### config.mk
export PLATFORM = sky130hd
export DESIGN_NAME = cif_kernel
export DESIGN_NICKNAME = d
export VERILOG_FILES = /design/src/hdl/cif_pkg.sv /design/src/hdl/cif_kernel.sv
export SDC_FILE = /design/constraint.sdc
export NUM_CORES = 2
export LEC_CHECK = 0
export ABC_AREA = 1
export BUFFER_PORTS_ARGS = -buffer_cell sky130_fd_sc_hd__buf_2
export CAP_MARGIN = 20
export CORE_UTILIZATION = 45
export DETAILED_ROUTE_END_ITERATION = 8
export GPL_TIMING_DRIVEN = 1
export SLEW_MARGIN = 30
export SYNTH_ARGS = -nofsm -noshare
export SYNTH_HDL_FRONTEND = slang
export SYNTH_SLANG_ARGS = --single-unit
### constraint.sdc
create_clock -name clk -period 5.6 [get_ports clk]
set_input_delay 1.12 -clock clk [delete_from_list [all_inputs] [get_ports clk]]
set_output_delay 1.12 -clock clk [all_outputs]
set_load 0.005 [all_outputs]
### src/hdl/cif_pkg.sv
// ----------------------------------------------------------------------------
// cif_pkg
// Shared types, register codes and helpers of the 3x3 convolution filter.
// ----------------------------------------------------------------------------
package cif_pkg;

    localparam int DEFAULT_MAX_WIDTH = 1024;

    localparam int FW_BITS       = 11;
    localparam int FH_BITS       = 12;
    localparam int MODE_BITS     = 3;
    localparam int THR_BITS      = 11;
    localparam int CFG_IDX_BITS  = 2;
    localparam int CFG_DATA_BITS = 12;

    localparam logic [FW_BITS-1:0]   FW_RESET   = 11'd640;
    localparam logic [FH_BITS-1:0]   FH_RESET   = 12'd480;
    localparam logic [MODE_BITS-1:0] MODE_RESET = 3'd0;
    localparam logic [THR_BITS-1:0]  THR_RESET  = 11'd0;

    localparam logic [CFG_IDX_BITS-1:0] REG_FRAME_WIDTH    = 2'd0;
    localparam logic [CFG_IDX_BITS-1:0] REG_FRAME_HEIGHT   = 2'd1;
    localparam logic [CFG_IDX_BITS-1:0] REG_FILTER_MODE    = 2'd2;
    localparam logic [CFG_IDX_BITS-1:0] REG_EDGE_THRESHOLD = 2'd3;

    localparam logic [MODE_BITS-1:0] MODE_BOX     = 3'd0;
    localparam logic [MODE_BITS-1:0] MODE_GAUSS   = 3'd1;
    localparam logic [MODE_BITS-1:0] MODE_SHARPEN = 3'd2;
    localparam logic [MODE_BITS-1:0] MODE_EMBOSS  = 3'd3;
    localparam logic [MODE_BITS-1:0] MODE_SOBEL   = 3'd4;

    localparam logic CMD_PIXEL = 1'b0;
    localparam logic CMD_DRAIN = 1'b1;

    // floor(s/9) == (s*3641)>>15 for every box sum up to 9*255
    localparam int BOX_RECIP   = 3641;
    localparam int BOX_SHIFT   = 15;
    localparam int EMBOSS_BIAS = 128;

    localparam int SQ_BITS   = 21;
    localparam int ROOT_BITS = 11;

    typedef struct packed {
        logic [7:0] alpha;
        logic [7:0] blue;
        logic [7:0] green;
        logic [7:0] red;
    } pix_t;

    typedef struct packed {
        logic       command;
        logic [7:0] in_red;
        logic [7:0] in_green;
        logic [7:0] in_blue;
        logic [7:0] in_alpha;
    } cif_in_t;

    typedef struct packed {
        logic [7:0] out_red;
        logic [7:0] out_green;
        logic [7:0] out_blue;
        logic [7:0] out_alpha;
        logic       frame_last;
    } cif_out_t;

    typedef struct packed {
        logic calc1;
        logic calc2;
    } kern_ctl_t;

    function automatic logic [7:0] chan(pix_t p, logic [1:0] c);
        logic [7:0] v;
        case (c)
            2'd0:    v = p.red;
            2'd1:    v = p.green;
            2'd2:    v = p.blue;
            default: v = p.alpha;
        endcase
        return v;
    endfunction

    function automatic logic [7:0] clamp8(logic signed [12:0] v);
        logic [7:0] r;
        if (v < 0)
        begin
            r = 8'd0;
        end
        else if (v > 13'sd255)
        begin
            r = 8'd255;
        end
        else
        begin
            r = v[7:0];
        end
        return r;
    endfunction

endpackage

### src/hdl/cif_kernel.sv
// ----------------------------------------------------------------------------
// cif_kernel
// Two-stage kernel arithmetic: window sums, then divide/clamp and squares.
// ----------------------------------------------------------------------------
module cif_kernel
    import cif_pkg::*;
(
    input  logic                 clk,
    input  kern_ctl_t            ctl,
    input  pix_t [8:0]           win,
    input  logic [MODE_BITS-1:0] mode,
    output logic [2:0][7:0]      filt,
    output logic [SQ_BITS-1:0]   sq_sum
);

    logic        [2:0][11:0] box_s1;
    logic        [2:0][11:0] gau_s1;
    logic signed [2:0][12:0] shp_s1;
    logic signed [2:0][12:0] emb_s1;
    logic signed [10:0]      h_s1;
    logic signed [10:0]      v_s1;

    logic        [2:0][11:0] box_reg;
    logic        [2:0][11:0] gau_reg;
    logic signed [2:0][12:0] shp_reg;
    logic signed [2:0][12:0] emb_reg;
    logic signed [10:0]      h_reg;
    logic signed [10:0]      v_reg;

    logic [2:0][7:0] filt_s2;
    logic [19:0]     hh_s2;
    logic [19:0]     vv_s2;
    logic [2:0][7:0] filt_reg;
    logic [19:0]     hh_reg;
    logic [19:0]     vv_reg;

    // stage 1: neighborhood sums per color, Sobel gradients from red
    always_comb
    begin
        logic signed [12:0] p [9];
        logic signed [12:0] r [9];
        for (int i = 0; i < 9; i++)
        begin
            r[i] = $signed({5'b0, win[i].red});
        end
        for (int c = 0; c < 3; c++)
        begin
            for (int i = 0; i < 9; i++)
            begin
                p[i] = $signed({5'b0, chan(win[i], 2'(c))});
            end
            box_s1[c] = 12'(p[0] + p[1] + p[2] + p[3] + p[4] + p[5] + p[6] + p[7] + p[8]);
            gau_s1[c] = 12'(p[0] + 2 * p[1] + p[2] + 2 * p[3] + 4 * p[4] + 2 * p[5]
                            + p[6] + 2 * p[7] + p[8]);
            shp_s1[c] = 13'(5 * p[4] - p[1] - p[3] - p[5] - p[7]);
            emb_s1[c] = 13'(-2 * p[0] - p[1] - p[3] + p[4] + p[5] + p[7] + 2 * p[8]
                            + EMBOSS_BIAS);
        end
        h_s1 = 11'((r[0] + 2 * r[3] + r[6]) - (r[2] + 2 * r[5] + r[8]));
        v_s1 = 11'((r[6] + 2 * r[7] + r[8]) - (r[0] + 2 * r[1] + r[2]));
    end

    always_ff @(posedge clk)
    begin
        if (ctl.calc1)
        begin
            box_reg <= box_s1;
            gau_reg <= gau_s1;
            shp_reg <= shp_s1;
            emb_reg <= emb_s1;
            h_reg   <= h_s1;
            v_reg   <= v_s1;
        end
    end

    // stage 2: reciprocal divide, clamp, and Sobel squares
    always_comb
    begin
        logic [23:0]        prod;
        logic signed [21:0] hh_full;
        logic signed [21:0] vv_full;
        for (int c = 0; c < 3; c++)
        begin
            prod = 24'(box_reg[c]) * 24'(BOX_RECIP);
            case (mode)
                MODE_BOX:     filt_s2[c] = prod[BOX_SHIFT +: 8];
                MODE_GAUSS:   filt_s2[c] = gau_reg[c][11:4];
                MODE_SHARPEN: filt_s2[c] = clamp8(shp_reg[c]);
                MODE_EMBOSS:  filt_s2[c] = clamp8(emb_reg[c]);
                default:      filt_s2[c] = 8'd0;
            endcase
        end
        hh_full = h_reg * h_reg;
        vv_full = v_reg * v_reg;
        hh_s2   = hh_full[19:0];
        vv_s2   = vv_full[19:0];
    end

    always_ff @(posedge clk)
    begin
        if (ctl.calc2)
        begin
            filt_reg <= filt_s2;
            hh_reg   <= hh_s2;
            vv_reg   <= vv_s2;
        end
    end

    assign filt   = filt_reg;
    assign sq_sum = SQ_BITS'(hh_reg) + SQ_BITS'(vv_reg);

endmodule

Yosys cells after proc, flatten, opt, wreduce, memory -nomap -nowiden
Index checks and enable logic that the tools add are counted.
- multiplexer cells: 15
- add/subtract/negate cells: 93
- $lt $le $gt $ge: 12
- $mul: 8
- reduce and logical (&&, ||, !) cells: 1
- eq/ne operators: 3
- operator list (cell ; count):
    adder 12 x 9 -> 12 bit ; 15
    subtractor 13 x 9 -> 13 bit ; 12
    adder 13 x 9 -> 13 bit ; 9
    adder 10 x 8 -> 11 bit ; 9
    two-way mux 8 bit ; 12
    case mux 8 bit (4 select lines) ; 3
    adder 12 x 8 -> 12 bit ; 7
    > comparator 13 x 9 -> 1 bit (second input constant) ; 6
    < comparator 13 x 1 -> 1 bit (second input constant) ; 6
    multiplier 12 x 12 -> 23 bit (second input constant) ; 3
    adder 8 x 9 -> 10 bit ; 6
    adder 12 x 10 -> 12 bit ; 4
    multiplier 11 x 11 -> 20 bit ; 2
    adder 13 x 10 -> 13 bit ; 3
    adder 13 x 9 -> 13 bit (second input constant) ; 3
    subtractor 12 x 9 -> 13 bit ; 3
    adder 11 x 8 -> 12 bit ; 3
    adder 11 x 9 -> 12 bit ; 3
    negator 8 -> 12 bit ; 3
    subtractor 11 x 8 -> 12 bit ; 3
    multiplier 3 x 8 -> 11 bit (first input constant) ; 3
    adder 9 x 8 -> 10 bit ; 3
    adder 8 x 8 -> 9 bit ; 3
    subtractor 11 bit ; 2
    5 further kinds ; 6
- flip-flop bits (word level): 236
- input port bits: 294
- output and inout bits: 45
- word-level logic and storage cells: 151

Logic depth before layout (Yosys ltp)
- depth after elaboration: 8
- depth in mapped cells: 25

Worst setup path after synthesis
No wires, ideal clock.
- kind: input-to-reg
- from: input win[3] (netlist name)
- to: register gau_reg[10] (netlist name), data pin
- stages: 20
- arrival: 4.911 ns
- data required time: 5.335 ns
- setup slack: 0.424 ns
- cell sequence: fa_1 ha_1 a21oi_1 nand2_1 nand2_1 o311ai_0 xnor2_1 inv_1 ha_1 inv_1 fa_1 fa_1 inv_1 ha_1 ha_1 nand2_1 inv_1 nand4_1 o211ai_1 xor2_1
- RTL lines (element ; RTL line ; RTL):
    from (decl) ; cif_kernel.sv:10 ; input pix_t [8:0] win,
    to (signal assigned) ; cif_kernel.sv:68 ; gau_reg <= gau_s1;
    to (decl) ; cif_kernel.sv:24 ; logic [2:0][11:0] gau_reg;

Worst setup path in the final report
- from: register v_reg[10]
- to: register vv_reg[19], data pin
- word-level cells in the longest chain between the ends: 1
- ends and longest elaborated chain (element ; RTL line ; RTL):
    from (decl) ; cif_kernel.sv:28 ; logic signed [10:0] v_reg;
    from (signal assigned) ; cif_kernel.sv:72 ; v_reg <= v_s1;
    multiplier 11 x 11 -> 20 bit ; cif_kernel.sv:94 ; vv_full = v_reg * v_reg;
    net vv_s2[19] ; cif_kernel.sv:32 ; logic [19:0] vv_s2;
    to (signal assigned) ; cif_kernel.sv:105 ; vv_reg <= vv_s2;
    to (decl) ; cif_kernel.sv:35 ; logic [19:0] vv_reg;
The timed path passes the listed nets, and every way through them passes these cells.
A chain may end at the register's enable or synchronous reset.

==> results.sh <==
export IMPL_die_w_um=319.7
export IMPL_cp_common_cell="fa_1"
export IMPL_slowest_delay_ns=0.68
export IMPL_final_cell_mix="inv_1, fa_1, nand2_1, ha_1, buf_2"
export IMPL_final_util=0.4981
export IMPL_drt_antenna_violating_nets=0
export IMPL_synth_seq_area_share=0.1467
export IMPL_cp_arrival_ns=5.63
export IMPL_crit_required_ns=5.95
export IMPL_core_mm2=0.1000
export IMPL_worst_slew_pin_slew_ns=0.7741
export IMPL_async_flop_share=0
export IMPL_synth_edf_count=222
export IMPL_ys_seq_elements=222
export IMPL_synthDistinctLibCells=57
export IMPL_drtIter0Drc=1534
export IMPL_grt_max_degree=69
export IMPL_final_max_slew_violation_count=0
export IMPL_setup_viol=0
export IMPL_worst_setup_path_start_kind="flop"
export IMPL_synth_nets=6593
export IMPL_port_buffer_count=266
export IMPL_synth_largest_area_cell="fa_1"
export IMPL_yosysTopAreaCellShare=0.3613
export IMPL_hold_class="flop to flop"
export IMPL_syn_instance_count=4889
export IMPL_area_growth_pct=9.653
export IMPL_rows=116
export IMPL_dp_slack_ns=-0.03578
export IMPL_clk_path_buf_depth=3
export IMPL_start_util=0.4543
export IMPL_slew_limit_headroom=0.4839
export IMPL_routed_wl_mm=108.8
export IMPL_setup_slack_ns=0.3254
export IMPL_track_usage=0.2229
export IMPL_chipHeight_um=319.7
export IMPL_root_buffer="clkbuf_16"
export IMPL_instances_no_fill=6550
export IMPL_remaining_drc_errors=0
export IMPL_cts_tree="done"
export IMPL_r2r_slack_ns=0.33
export IMPL_crit_slowest_cell="fa_1"
export IMPL_clock_latency_ns=0.60
export IMPL_drtPass1Iterations=5
export IMPL_die_area_mm2=0.1022
export IMPL_cp_end_kind="flop"
export IMPL_grt_pass1_wl_mm=179.1
export IMPL_criticalPathCategory="flop to flop"
export IMPL_clock_skew_ns=0.01248
export IMPL_viasPerCell=4.898
export IMPL_grt_overflow=0
export IMPL_worstPathCellList="nand2_1, fa_1, inv_1, fa_1, inv_1, fa_1, inv_1, fa_1, fa_1, ha_1, a21oi_1, a21boi_0, o21ai_0, a21oi_1, inv_1, nand2_1, nand2_1"
export IMPL_cap_violations=0
export IMPL_yosysWarnings=0
export IMPL_rsz0062_at_grt="false"
export IMPL_cts_htree_levels=1
export IMPL_grt_pass1_vias=33845
export IMPL_io_pins=339
export IMPL_post_place_cells=6487
export IMPL_synth_area_leaders="fa_1, ha_1, edfxtp_1"
export IMPL_cts_sinks=222
export IMPL_timing_final_crit_share=0.9419
export IMPL_max_freq_mhz=189.6
export IMPL_netlist_area_mm2=0.04543
export IMPL_syn_avg_cell_area_um2=9.292
export IMPL_cts_buffers_inserted=31
export IMPL_wl_per_cell_um=16.61
export IMPL_fillers=9585
export IMPL_status="complete, no violations"
export IMPL_path_clk_slew_ns=0.06
export IMPL_layout_commonest_cell="inv_1"
export IMPL_dp_hpwl_mm=97.82
export IMPL_hold_violations=0
export IMPL_vias=32083
export IMPL_drive_above_1_share=0.08519
export IMPL_gp_congestion=0.9409
export IMPL_min_period_ns=5.275
export IMPL_antenna_found_initial=18
export IMPL_critPathMaxFanout=8
export IMPL_nNetsFinal=6928
export IMPL_dominantRegCellSynth="edfxtp_1"
routing by layer:
metal,GRT usage,routed length (µm)
met3,0.03407,5737
met4,0.04573,2231
met5,0,80
met1,0.3036,48980
met2,0.3762,51800
repair_timing:
| item | in CTS | in global routing |
|---|---|---|
| endpoints found under the hold margin | 0 | 0 |
| hold buffers | 0 | 0 |
| buffers inserted | 0 | 2 |
| gates resized for setup | 0 | 1 |
| setup endpoints to repair | 0 | 1 |
worst max-delay path: cells and delay by family, from the launching register on:
kind / cells / cell delay (ns)
buf+inv: 4 / 0.30
compound gates: 4 / 0.86
fa+ha+maj: 6 / 2.99
simple gates: 3 / 0.34
flops: 1 / 0.56
synthesized netlist by cell type (22+ instances only):
cell type and count:
ha_1 590, nand4_1 44, o21bai_1 25, inv_1 1354, nand3_1 159, o21ai_0 115, xnor2_1 69, fa_1 820
nor2_1 174, a21oi_1 241, edfxtp_1 222, a21o_1 29, clkbuf_1 28, xor2_1 151, nand2_1 668, o21ai_1 22
logic make-up (layout without fill, tap and decap cells):
group | count (synthesis) | in the layout | share of synthesized area
simple gates | 1128 | 1128 | 0.1068
buf+inv | 1400 | 1758 | 0.1159
fa+ha+maj | 1410 | 1410 | 0.5238
compound gates | 506 | 506 | 0.06313
mux | 1 | 1 | 0.0002479
flops | 222 | 222 | 0.1467
other cells | 0 | 5 | 0
xor+xnor | 222 | 222 | 0.04338
layout make-up:
class	count	area, µm²	share of cell area
Sequential cell	222	6666	0.1338
Antenna cell	5	12.51	0.0002512
Clock inverter	19	203.9	0.004094
Timing Repair Buffer	332	1848	0.03710
Tap cell	1298	1624	0.03260
Clock buffer	37	798.3	0.01602
Multi-Input combinational cell	3267	33510	0.6728
Inverter	1370	5147	0.1033
worst paths after layout:
kind                                             from                    to  depth (start not counted)
worst max-delay path              v_reg[10]$_DFFE_PP_  vv_reg[19]$_DFFE_PP_                         17
worst min register to register  gau_reg[30]$_DFFE_PP_    filt[18]$_DFFE_PP_                          2
worst max register to register    v_reg[10]$_DFFE_PP_  vv_reg[19]$_DFFE_PP_                         17
worst min-delay path            gau_reg[30]$_DFFE_PP_    filt[18]$_DFFE_PP_                          2
metrics by stage:
stage / hold slack (ns) / setup TNS [ns] / cell area [µm²]
finish: 0.5405 / 0 / 49820
global route: 0.5895 / 0 / 49810
CTS: 0.5437 / 0 / 49780
detailed placement: 0.5327 / -0.03578 / 48780
global placement: 0.5352 / -0.05741 / 48780
floorplan: 0.4633 / 0 / 45430
Power is not shown: default switching activity piles up to over one toggle a cycle in this logic, so the estimate is an artifact.
