$ cat config.mk
export PLATFORM = sky130hd
export DESIGN_NAME = cif_isqrt
export DESIGN_NICKNAME = d
export VERILOG_FILES = /design/src/hdl/cif_pkg.sv /design/src/hdl/cif_isqrt.sv
export SDC_FILE = /design/constraint.sdc
export NUM_CORES = 1
export LEC_CHECK = 0
export BUFFER_PORTS_ARGS = -buffer_cell sky130_fd_sc_hd__clkbuf_2
export CORE_MARGIN = 10
export CORE_UTILIZATION = 35
export CTS_CLUSTER_SIZE = 12
export DETAILED_ROUTE_END_ITERATION = 10
export SLEW_MARGIN = 20
export SYNTH_ARGS = -nofsm -noshare
export SYNTH_HDL_FRONTEND = slang
export SYNTH_SLANG_ARGS = --single-unit
$ cat constraint.sdc
create_clock -name clk -period 13.9 [get_ports clk]
set_clock_uncertainty 0.2 [all_clocks]
set_input_delay 3.475 -clock clk [delete_from_list [all_inputs] [get_ports clk]]
set_output_delay 3.475 -clock clk [all_outputs]
set_load 0.01 [all_outputs]
$ cat src/hdl/cif_pkg.sv
// ----------------------------------------------------------------------------
// cif_pkg
// Shared types, register codes and helpers of the 3x3 convolution filter.
// ----------------------------------------------------------------------------
package cif_pkg;

    localparam int DEFAULT_MAX_WIDTH = 1024;

    localparam int FW_BITS       = 11;
    localparam int FH_BITS       = 12;
    localparam int MODE_BITS     = 3;
    localparam int THR_BITS      = 11;
    localparam int CFG_IDX_BITS  = 2;
    localparam int CFG_DATA_BITS = 12;

    localparam logic [FW_BITS-1:0]   FW_RESET   = 11'd640;
    localparam logic [FH_BITS-1:0]   FH_RESET   = 12'd480;
    localparam logic [MODE_BITS-1:0] MODE_RESET = 3'd0;
    localparam logic [THR_BITS-1:0]  THR_RESET  = 11'd0;

    localparam logic [CFG_IDX_BITS-1:0] REG_FRAME_WIDTH    = 2'd0;
    localparam logic [CFG_IDX_BITS-1:0] REG_FRAME_HEIGHT   = 2'd1;
    localparam logic [CFG_IDX_BITS-1:0] REG_FILTER_MODE    = 2'd2;
    localparam logic [CFG_IDX_BITS-1:0] REG_EDGE_THRESHOLD = 2'd3;

    localparam logic [MODE_BITS-1:0] MODE_BOX     = 3'd0;
    localparam logic [MODE_BITS-1:0] MODE_GAUSS   = 3'd1;
    localparam logic [MODE_BITS-1:0] MODE_SHARPEN = 3'd2;
    localparam logic [MODE_BITS-1:0] MODE_EMBOSS  = 3'd3;
    localparam logic [MODE_BITS-1:0] MODE_SOBEL   = 3'd4;

    localparam logic CMD_PIXEL = 1'b0;
    localparam logic CMD_DRAIN = 1'b1;

    // floor(s/9) == (s*3641)>>15 for every box sum up to 9*255
    localparam int BOX_RECIP   = 3641;
    localparam int BOX_SHIFT   = 15;
    localparam int EMBOSS_BIAS = 128;

    localparam int SQ_BITS   = 21;
    localparam int ROOT_BITS = 11;

    typedef struct packed {
        logic [7:0] alpha;
        logic [7:0] blue;
        logic [7:0] green;
        logic [7:0] red;
    } pix_t;

    typedef struct packed {
        logic       command;
        logic [7:0] in_red;
        logic [7:0] in_green;
        logic [7:0] in_blue;
        logic [7:0] in_alpha;
    } cif_in_t;

    typedef struct packed {
        logic [7:0] out_red;
        logic [7:0] out_green;
        logic [7:0] out_blue;
        logic [7:0] out_alpha;
        logic       frame_last;
    } cif_out_t;

    typedef struct packed {
        logic calc1;
        logic calc2;
    } kern_ctl_t;

    function automatic logic [7:0] chan(pix_t p, logic [1:0] c);
        logic [7:0] v;
        case (c)
            2'd0:    v = p.red;
            2'd1:    v = p.green;
            2'd2:    v = p.blue;
            default: v = p.alpha;
        endcase
        return v;
    endfunction

    function automatic logic [7:0] clamp8(logic signed [12:0] v);
        logic [7:0] r;
        if (v < 0)
        begin
            r = 8'd0;
        end
        else if (v > 13'sd255)
        begin
            r = 8'd255;
        end
        else
        begin
            r = v[7:0];
        end
        return r;
    endfunction

endpackage

$ cat src/hdl/cif_isqrt.sv
// ----------------------------------------------------------------------------
// cif_isqrt
// Iterative floor square root, two radicand bits per cycle.
// ----------------------------------------------------------------------------
module cif_isqrt
    import cif_pkg::*;
(
    input  logic                 clk,
    input  logic                 rst_n,
    input  logic                 start,
    input  logic [SQ_BITS-1:0]   radicand,
    output logic                 busy,
    output logic [ROOT_BITS-1:0] root
);

    localparam int XB = SQ_BITS + 1;

    logic          busy_reg;
    logic [XB-1:0] n_reg;
    logic [XB-1:0] res_reg;
    logic [XB-1:0] bit_reg;
    logic [XB-1:0] trial;

    assign trial = res_reg + bit_reg;

    always_ff @(posedge clk or negedge rst_n)
    begin
        if (!rst_n)
        begin
            busy_reg <= 1'b0;
        end
        else if (start)
        begin
            busy_reg <= 1'b1;
        end
        else if (busy_reg && bit_reg[0])
        begin
            busy_reg <= 1'b0;
        end
    end

    always_ff @(posedge clk)
    begin
        if (start)
        begin
            n_reg   <= XB'(radicand);
            res_reg <= '0;
            bit_reg <= XB'(1) << (SQ_BITS - 1);
        end
        else if (busy_reg)
        begin
            if (n_reg >= trial)
            begin
                n_reg   <= n_reg - trial;
                res_reg <= (res_reg >> 1) + bit_reg;
            end
            else
            begin
                res_reg <= res_reg >> 1;
            end
            bit_reg <= bit_reg >> 2;
        end
    end

    assign busy = busy_reg;
    assign root = res_reg[ROOT_BITS-1:0];

endmodule

After elaboration in Yosys (flattened, before gate mapping) --
Index checks and enable logic that the tools add are counted.
Storage, ports and cells: output and inout bits 12, input bits 24, flip-flop bits (word level) 56
Operators by class: muxes and demuxes 6, add/sub/neg operators 3, magnitude comparators 1, reductions and logical operators 6
Operators with widths (number):
- 2-to-1 mux 21 bit | 3
- adder 21 x 21 -> 22 bit | 1
- adder 22 x 21 -> 22 bit | 1
- greater-or-equal comparator 22 bit | 1
- 2-to-1 mux 22 bit | 1
- subtractor 22 bit | 1
- nonzero test 2 bit | 3
- AND reduction 2 bit | 2
- 2-to-1 mux 1 bit | 2
- logical AND 1 bit | 1

Depth between registers and ports, before layout --
Gate-level depths: netlist of the first run.
depth after elaboration 5, mapped depth 20, mapped depth without buffers 17

Worst setup path after synthesis of the first run --
No wires, ideal clock.
kind reg2reg, start point reg res_reg[0], end point reg n_reg[0] (enable), cell stages (with the launch flop) 19, clock period less this slack 5919 ps, arrival 5290 ps, path slack 7981 ps, data required time 13272 ps, cells stage by stage dfxtp_1 -> ha_1 -> ha_1 -> a21o_1 -> a31o_2 -> a31o_2 -> a311o_1 -> a2111o_1 -> nand3_1 -> xor2_1 -> ha_1 -> nand3_1 -> nor4_1 -> a21oi_1 -> o221ai_1 -> o41ai_4 -> buf_6 -> buf_6 -> o21ai_0
On the way: longest elaborated chain between the ends 4
Ends and longest elaborated chain:
- start, declared | line cif_isqrt.sv:20 | logic [XB-1:0] res_reg;
- start signal, assigned | line cif_isqrt.sv:55 | res_reg <= (res_reg >> 1) + bit_reg;
- start signal, assigned | line cif_isqrt.sv:59 | res_reg <= res_reg >> 1;
- adder 22 x 21 -> 22 bit | line cif_isqrt.sv:24 | assign trial = res_reg + bit_reg;
- greater-or-equal comparator 22 bit | line cif_isqrt.sv:52 | if (n_reg >= trial)
- nonzero test 2 bit (no line)
- AND reduction 2 bit (no line)
- end signal, assigned | line cif_isqrt.sv:46 | n_reg <= XB'(radicand);
- end signal, assigned | line cif_isqrt.sv:54 | n_reg <= n_reg - trial;
- end, declared | line cif_isqrt.sv:19 | logic [XB-1:0] n_reg;
Every way passes these cells. A chain may end at the register's enable or synchronous reset.

Worst setup path after layout of the first run --
start point reg res_reg[2], end point reg n_reg[8] (enable)
Same word-level chain as after synthesis.

==> impl_metrics.json, run 1 <==
{
  "status": "finished, final reports clean",
  "finalMaxSlewViolations": 0,
  "worst-path-buf-inv": 1,
  "synth_top_area_share": 0.137,
  "port_buffers": 35,
  "async_flop_share": 0.0179,
  "finalCoreUtilization": 0.384,
  "top_layer": "met4",
  "yosysTopAreaCell": "dfxtp_1",
  "required_ns": 13.63,
  "initial_utilization": 0.358,
  "crit_chain": "ha_1, a21o_1, a31o_2, a31o_2, a311o_1, a2111o_1, nand3_1, xor2_1, ha_1, nand3_1, nor4_1, a21oi_1, o221ai_1, o41ai_4, buf_4, o21ai_4",
  "avgSynthCellArea_um2": 8.49,
  "post-place-ws_ns": 8.12,
  "hold_viol": 0,
  "gp_congestion": 0.902,
  "powerDensity_nw_per_um2": 178,
  "antenna_cells": 0,
  "cts_buffer_depth": 2,
  "synth_edf_count": 21,
  "ir_worst_vdd_mv": 0.108,
  "drive_above_1_share": 0.127,
  "startpoint_type": "flip-flop",
  "synth_cell_types": 68,
  "cp_slowest_cell": "o21ai_4",
  "worst_pin_slew_ns": 0.775,
  "dr.pass1.iters": 5,
  "core_um2": 13900,
  "fmax_mhz": 189,
  "die_area_um2": 19400,
  "dp_hpwl_um": 9200,
  "rows": 43,
  "cts_root_buffer": "clkbuf_16",
  "globalRouteOverflowTotal": 0,
  "grt_pass1_vias": 4023,
  "fin_tns_setup_ns": 0,
  "dr_wl_met2_um": 5550,
  "finalNetCount": 667,
  "die_width_um": 139,
  "grt_pass1_wl_um": 20400,
  "cp_top_family": "compound AO/OA/AOI/OAI gates",
  "final_common_cell": "nor2_1",
  "cts_hold_buf": 0,
  "postSynthCellCount": 587,
  "path_clk_slew_ns": 0.08,
  "critical-path-max-stage-delay_ns": 0.66,
  "cts_buffers": 5,
  "wl_um": 12400,
  "track_usage": 0.122,
  "cts_tree": "yes",
  "worstPathArrival_ns": 5.02,
  "syn_to_final_growth_pct": 7.23,
  "m1WireLength_um": 6290,
  "drc": 0,
  "setup_violations": 0,
  "synth_fp_nets": 658,
  "syn_area_um2": 4980,
  "wl_met3_um": 403,
  "clock-sinks": 56,
  "ys_ff_latch": 56,
  "vias": 4330,
  "yosysWarningCount": 0,
  "final_cells": 777,
  "die_y_um": 139,
  "power_leakage_nw": 2.16,
  "htree_levels": 2,
  "synth_area_leaders": "dfxtp_1 14%, edfxtp_1 13%, ha_1 12%",
  "layout_setup_ws_ns": 8.61,
  "avgViaCountPerCell": 5.57,
  "reg2reg_slack_ns": 8.61,
  "cts_setup_buffers": 0,
  "endpoint_kind": "flip-flop",
  "place_inst": 769,
  "slew_headroom": 0.483,
  "cp_max_fo": 43,
  "post_cts_resized": 0,
  "wl_per_cell_um": 15.9,
  "seq_area_frac_synth": 0.268,
  "fin_crit_sh": 0.381,
  "final_cell_mix": "58 x nor2_1, 52 x nand2_1, 46 x ha_1",
  "rsz0062_at_grt": "false",
  "grt_start_max_net_pins": 74,
  "ant_nets": 0,
  "ys.flop_type": "dfxtp_1",
  "hold_path.class": "flip-flop to flip-flop",
  "clk_latency_ns": 0.30,
  "path_class": "flip-flop to flip-flop",
  "first_iter_violations": 314,
  "fin_crit_ns": 5.29,
  "num_io_pins": 36,
  "antenna_found_initial": 0,
  "drv_cap": 0
}
-- final timing paths --
| kind | from | endpoint | depth (start not counted) |
|---|---|---|---|
| setup reg to reg | res_reg[2] | n_reg[8] | 16 |
| max in group asynchronous | rst_n | busy | 1 |
| setup / recovery | res_reg[2] | n_reg[8] | 16 |
| hold / removal | n_reg[21] | n_reg[21] | 2 |
| min in group asynchronous | rst_n | busy | 1 |
| hold reg to reg | n_reg[21] | n_reg[21] | 2 |
-- cell type report --
class | count | area (um^2)
fill | 1419 | 8590
multi-input combinational | 475 | 3370
sequential | 56 | 1340
tap | 180 | 225
timing repair buffer | 38 | 198
clock buffer | 6 | 129
inverter | 20 | 75.1
clock inverter | 2 | 15.0
-- tightest hold or removal path, stage by stage, from the launching register on --
cell	delay [ns]
dfxtp_1	0.33
o211ai_1	0.08
o21ai_1	0.06
-- kinds of logic (layout without fill, tap and decap cells) --
kind of cell | Yosys count | count (layout) | synth area share
and+or+nand+nor | 195 | 195 | 0.185
muxes | 26 | 26 | 0.0535
xor gates and xnor gates | 36 | 36 | 0.0633
adders and majority gates | 47 | 47 | 0.119
buffers and inverters | 56 | 66 | 0.0590
DFF | 56 | 56 | 0.268
AOI/OAI and AO/OA | 171 | 171 | 0.252
-- cells in the mapped netlist (4+ instances only) --
library cell and instances:
nand2b_1 5, nand4_1 9, nor4_1 5, a31oi_1 15, xor2_1 20, and3_1 4
o31ai_1 11, nand3_1 17, or3_1 11, a21o_1 5, o21a_1 5, edfxtp_1 21
a21oi_1 26, nor2_1 58, o21ai_1 11, o21ai_0 32, ha_1 46, mux2i_1 21
nand2_1 52, a211oi_1 10, mux2_2 5, clkbuf_1 17, buf_4 11, o311ai_0 5
buf_1 4, inv_1 20, nor2b_1 6, nor3_1 12, nor3b_1 4, o21bai_1 4
xnor2_1 16, dfxtp_1 34, a311oi_2 9
-- metal layers --
layer  GRT usage  up-vias
met3      0.0204        6
met5           0        -
met4      0.0253        0
li1            -     2215
met1       0.172     2028
met2       0.191       81
-- metrics by stage --
step           hold WS [ns]  cell area [um^2]  total power [mW]
3_5_place_dp          0.295              5190             0.819
4_1_cts               0.308              5340             0.954
2_1_floorplan         0.261              4980             0.739
3_3_place_gp          0.296              5190             0.805
6_report              0.310              5350             0.952
5_1_grt               0.330              5350              1.03
-- report_power, final --
part           internal [mW]  switching, mW  total [mW]
clock network         0.0677         0.0644       0.132
logic                  0.224          0.339       0.564
registers              0.231         0.0251       0.256
(Power assumes the default switching activity.)
==> run 2: changes to the inputs <==
==> constraint.sdc (replaced) <==
create_clock -name clk -period 5.3 [get_ports clk]
set_clock_uncertainty 0.2 [all_clocks]
set_input_delay 1.325 -clock clk [delete_from_list [all_inputs] [get_ports clk]]
set_output_delay 1.325 -clock clk [all_outputs]
set_load 0.01 [all_outputs]
==> impl_metrics.json, run 2 (same netlist as run 1, synthesis figures left out) <==
{
  "ir_worst_vdd_mv": 0.245,
  "fmax_mhz": 201,
  "status": "finished, final reports clean",
  "m1WireLength_um": 6230,
  "reg2regPathDepth": 18,
  "cts_buffer_depth": 2,
  "fin_tns_setup_ns": 0,
  "fin_crit_sh": 0.941,
  "final_area_um2": 5410,
  "port_buffers": 35,
  "reg2reg_slack_ns": 0.31,
  "post_cts_resized": 0,
  "required_ns": 5.34,
  "rsz0062_at_grt": "false",
  "syn_to_final_growth_pct": 8.43,
  "final_cell_mix": "58 x nor2_1, 52 x nand2_1, 46 x ha_1",
  "cts_buffers": 5,
  "dr_wl_met2_um": 5660,
  "placed_area_um2": 5220,
  "avgViaCountPerCell": 5.60,
  "path_class": "flip-flop to flip-flop",
  "power_leakage_nw": 2.19,
  "globalRouteOverflowTotal": 0,
  "dp_hpwl_um": 9290,
  "htree_levels": 2,
  "dr.pass1.iters": 5,
  "worstHoldPathCells": 2,
  "worst_pin_slew_ns": 0.778,
  "startpoint_type": "flip-flop",
  "core_um2": 13900,
  "die_y_um": 139,
  "clock-sinks": 56,
  "vias": 4375,
  "rr_startpoint": "res_reg[0]",
  "antenna_found_initial": 0,
  "gp_congestion": 0.927,
  "initial_utilization": 0.358,
  "fillers": 1414,
  "top_layer": "met4",
  "track_usage": 0.125,
  "final_common_cell": "nor2_1",
  "finalNetCount": 671,
  "wl_per_cell_um": 16.0,
  "first_iter_violations": 226,
  "clk_latency_ns": 0.31,
  "drv_cap": 0,
  "drive_above_1_share": 0.136,
  "hp-start": "n_reg[21]",
  "slew_headroom": 0.481,
  "worstPathArrival_ns": 5.03,
  "grt_start_max_net_pins": 73,
  "r2r-end": "res_reg[18]",
  "die_area_um2": 19400,
  "rows": 43,
  "drc": 0,
  "grt_pass1_wl_um": 20800,
  "cts_tree": "yes",
  "hold_viol": 0,
  "die_width_um": 139,
  "ant_nets": 0,
  "fin_crit_ns": 4.99,
  "antenna_cells": 0,
  "endpoint_kind": "flip-flop",
  "powerDensity_nw_per_um2": 474,
  "cts_root_buffer": "clkbuf_16",
  "setup_violations": 0,
  "cts_hold_buf": 0,
  "wl_met3_um": 425,
  "finalMaxSlewViolations": 0,
  "path_clk_slew_ns": 0.08,
  "cts_setup_buffers": 0,
  "grt_pass1_vias": 4210,
  "num_io_pins": 36,
  "wl_um": 12500,
  "hold_end": "n_reg[21]",
  "hold_path.class": "flip-flop to flip-flop",
  "cp_max_fo": 42
}
run 2: how the worst max path moves through the flow:
stage | startpoint | to | depth (start not counted)
CTS | res_reg[0] | n_reg[11] | 16
finish | res_reg[0] | res_reg[18] | 18
detailed placement | res_reg[0] | n_reg[19] | 16
global route | bit_reg[0] | res_reg[7] | 18
floorplan | res_reg[0] | n_reg[0] | 18
global placement | res_reg[0] | n_reg[7] | 16
run 2: layout make-up:
type | instances | area [um^2] | share of cell area
multi-input combinational | 475 | 3370 | 0.624
sequential | 56 | 1340 | 0.248
timing repair buffer | 42 | 231 | 0.0428
tap | 180 | 225 | 0.0417
clock buffer | 7 | 154 | 0.0285
inverter | 20 | 75.1 | 0.0139
clock inverter | 1 | 8.76 | 0.00162
run 2: layer usage:
layer  vias up  track usage
met5         -            0
met4         0       0.0423
met3        12       0.0235
met2        78        0.200
met1      2058        0.165
li1       2227            -
run 2: report_power, final:
part	internal [mW]	leakage [nW]	total (mW)	switching [mW]
clock	0.207	0.0797	0.373	0.166
combinational	0.604	1.61	1.51	0.911
sequential	0.607	0.500	0.677	0.0700
total	1.42	2.19	2.56	1.15
run 2: worst max-delay path, cell delays in order, from the launching register on:
cell and delay [ns]:
dfxtp_1 0.34, ha_1 0.21, ha_1 0.21, a21o_1 0.19, a31o_2 0.25, a31o_2 0.26
a311o_1 0.38, a21oi_1 0.23, nor4b_1 0.10, nor3b_1 0.30, ha_1 0.37, nand3_1 0.12
nor2_1 0.09, a32oi_1 0.23, nor2_1 0.11, o41ai_4 0.43, buf_6 0.35, mux2_2 0.37
a21oi_1 0.13
run 2: per-stage QoR:
stage | hold slack (ns) | cells | setup WS (ns) | util | total power [mW]
after detailed placement | 0.282 | 773 | 0.118 | 0.375 | 2.16
final | 0.287 | 781 | 0.314 | 0.388 | 2.56
after global placement | 0.278 | 773 | 0.176 | 0.375 | 2.12
after CTS | 0.291 | 781 | 0.0724 | 0.387 | 2.55
after global routing | 0.327 | 781 | 0.0458 | 0.388 | 2.77
after floorplan | 0.261 | 587 | 0.355 | - | 1.94
==> run 3: changes to the inputs <==
--- a/config.mk
+++ b/config.mk
@@ -5,6 +5,7 @@
 export SDC_FILE = /design/constraint.sdc
 export NUM_CORES = 1
 export LEC_CHECK = 0
+export ABC_AREA = 1
 export BUFFER_PORTS_ARGS = -buffer_cell sky130_fd_sc_hd__clkbuf_2
 export CORE_MARGIN = 10
 export CORE_UTILIZATION = 35
==> constraint.sdc (replaced) <==
create_clock -name clk -period 5 [get_ports clk]
set_clock_uncertainty 0.2 [all_clocks]
set_input_delay 1.25 -clock clk [delete_from_list [all_inputs] [get_ports clk]]
set_output_delay 1.25 -clock clk [all_outputs]
set_load 0.01 [all_outputs]
==> impl_metrics.json, run 3 <==
{
  "status": "finished, final reports clean",
  "cts_root_buffer": "clkbuf_16",
  "wl_per_cell_um": 15.0,
  "avgViaCountPerCell": 5.02,
  "synth_edf_count": 21,
  "antenna_cells": 0,
  "synth_area_leaders": "nand2_1 19%, dfxtp_1 12%, edfxtp_1 11%",
  "finalMaxSlewViolations": 0,
  "num_io_pins": 36,
  "synth_top_area_share": 0.189,
  "rows": 45,
  "fin_crit_ns": 4.33,
  "ir_worst_vdd_mv": 0.204,
  "grt_pass1_vias": 5140,
  "ys.flop_type": "dfxtp_1",
  "final_cells": 1105,
  "vias": 5547,
  "power_mw": 3.73,
  "synth_cell_types": 42,
  "hold_end": "n_reg[21]",
  "path_common_cell": "ha_1",
  "power_leakage_nw": 2.80,
  "worstHoldPathCells": 2,
  "yosysTopAreaCell": "nand2_1",
  "place_inst": 1097,
  "cts_hold_buf": 0,
  "post-synth-top-count-cell": "nand2_1",
  "clk_latency_ns": 0.32,
  "syn_area_um2": 5550,
  "cts_buffers": 5,
  "finalNetCount": 964,
  "required_ns": 4.79,
  "regArea_um2": 1340,
  "antenna_found_initial": 0,
  "cts_tree": "yes",
  "critical-path-max-stage-delay_ns": 0.44,
  "cts_setup_buffers": 0,
  "drc": 0,
  "port_buffers": 35,
  "endpoint_kind": "flip-flop",
  "avgSynthCellArea_um2": 6.30,
  "dr.pass1.iters": 5,
  "reg2regPathDepth": 17,
  "reg2reg_slack_ns": 0.67,
  "htree_levels": 2,
  "synthTopCellsByCount": "279 x nand2_1, 86 x inv_1, 83 x nand3_1",
  "worstPathArrival_ns": 4.12,
  "track_usage": 0.151,
  "ant_nets": 0,
  "hold_path.class": "flip-flop to flip-flop",
  "synth_fp_nets": 951,
  "drive_above_1_share": 0.0817,
  "cp_slowest_cell": "dfxtp_1",
  "fmax_mhz": 231,
  "final_common_cell": "nand2_1",
  "worst_pin_slew_ns": 0.864,
  "die_area_um2": 21300,
  "gp_congestion": 0.941,
  "syn_to_final_growth_pct": 8.25,
  "postSynthCellCount": 880,
  "globalRouteOverflowTotal": 0,
  "cts_buffer_depth": 2,
  "hold_viol": 0,
  "crit_path_start": "bit_reg[0]",
  "slew_headroom": 0.423,
  "fin_tns_setup_ns": 0,
  "final_cell_mix": "279 x nand2_1, 86 x inv_1, 83 x nand3_1",
  "powerDensity_nw_per_um2": 622,
  "cp_max_fo": 21,
  "path_clk_slew_ns": 0.08,
  "seq_area_frac_synth": 0.241,
  "wl_um": 16600,
  "first_iter_violations": 388,
  "setup_violations": 0,
  "fin_crit_sh": 0.866,
  "drv_cap": 0,
  "die_y_um": 146,
  "yosysWarningCount": 0,
  "worst-path-buf-inv": 1,
  "cp_top_family": "simple AND/OR/NAND/NOR gates",
  "hp-start": "n_reg[21]",
  "path_class": "flip-flop to flip-flop",
  "core_um2": 15400,
  "r2r-end": "n_reg[8]",
  "initial_utilization": 0.361,
  "multi_input_area_um2": 3680,
  "fillers": 1694,
  "grt_pass1_wl_um": 26700,
  "clock-sinks": 56,
  "dp_hpwl_um": 13000,
  "die_width_um": 146,
  "async_flop_share": 0.0179,
  "rsz0062_at_grt": "false",
  "post_cts_resized": 0,
  "crit_chain": "ha_1, ha_1, nand2_1, a21oi_1, a31oi_1, o21ai_0, xnor2_1, ha_1, nand2_2, nor2_1, nand4_1, nor2_2, nor2_4, nand2_4, nand2_2, nand2_1, buf_4",
  "ys_ff_latch": 56,
  "rr_startpoint": "bit_reg[0]",
  "grt_start_max_net_pins": 49,
  "startpoint_type": "flip-flop"
}
run 3: changes by cell type after synthesis, moves of 10 or more:
cell,change
nand2_1,+227
inv_1,+66
nand3_1,+66
a21oi_1,+27
mux2i_1,-21
nor2_1,+20
o21ai_0,+16
a31oi_1,-12
or3_1,-11
a211oi_1,-10
run 3: worst register-to-register path, stage by stage (launching register included):
cell     delay, ns
dfxtp_1       0.44
ha_1          0.22
ha_1          0.24
nand2_1       0.09
a21oi_1       0.40
a31oi_1       0.21
o21ai_0       0.27
xnor2_1       0.11
ha_1          0.38
nand2_2       0.12
nor2_1        0.24
nand4_1       0.18
nor2_2        0.20
nor2_4        0.07
nand2_4       0.11
nand2_2       0.12
nand2_1       0.09
buf_4         0.31
run 3: cell families after synthesis:
| group | Yosys count | synth area share |
|---|---|---|
| AOI/OAI and AO/OA | 132 | 0.132 |
| xor gates and xnor gates | 33 | 0.0521 |
| adders and majority gates | 47 | 0.107 |
| buffers and inverters | 125 | 0.0956 |
| DFF | 56 | 0.241 |
| and+or+nand+nor | 487 | 0.372 |
run 3: layout make-up:
class	count	area share
multi-input cells	699	0.613
well taps	211	0.0440
clock inverters	1	0.000833
repair buffers	43	0.0392
flip-flops and latches	56	0.222
inverters	88	0.0550
clock buffers	7	0.0256
run 3: where the power goes:
group / switching [mW] / internal [mW] / total (mW)
logic: 1.59 / 0.891 / 2.48
registers: 0.161 / 0.688 / 0.850
clock network: 0.184 / 0.217 / 0.400
total: 1.94 / 1.80 / 3.73
run 3: per-layer routing:
layer	global-route usage	share of wire	up-vias
met5	0	0	-
met3	0.0314	0.048	17
met1	0.213	0.51	2507
met4	0.0379	0.012	0
li1	-	-	2903
met2	0.227	0.43	120
run 3: how the worst max path moves through the flow:
stage / to / slack (ns) / cells after the start
finish: n_reg[8] / 0.67 / 17
global route: n_reg[8] / 0.36 / 17
CTS: n_reg[5] / 0.67 / 17
detailed placement: n_reg[8] / 0.72 / 17
global placement: n_reg[8] / 0.70 / 17
floorplan: n_reg[0] / 1.31 / 14
run 3: through the flow:
stage	util	hold slack, ns	area [um^2]	worst slack, ns
after floorplan	-	0.252	5550	1.31
after global placement	0.380	0.272	5850	0.696
after detailed placement	0.380	0.277	5850	0.725
after CTS	0.391	0.286	6010	0.668
after global routing	0.391	0.310	6010	0.356
final	0.391	0.288	6010	0.671
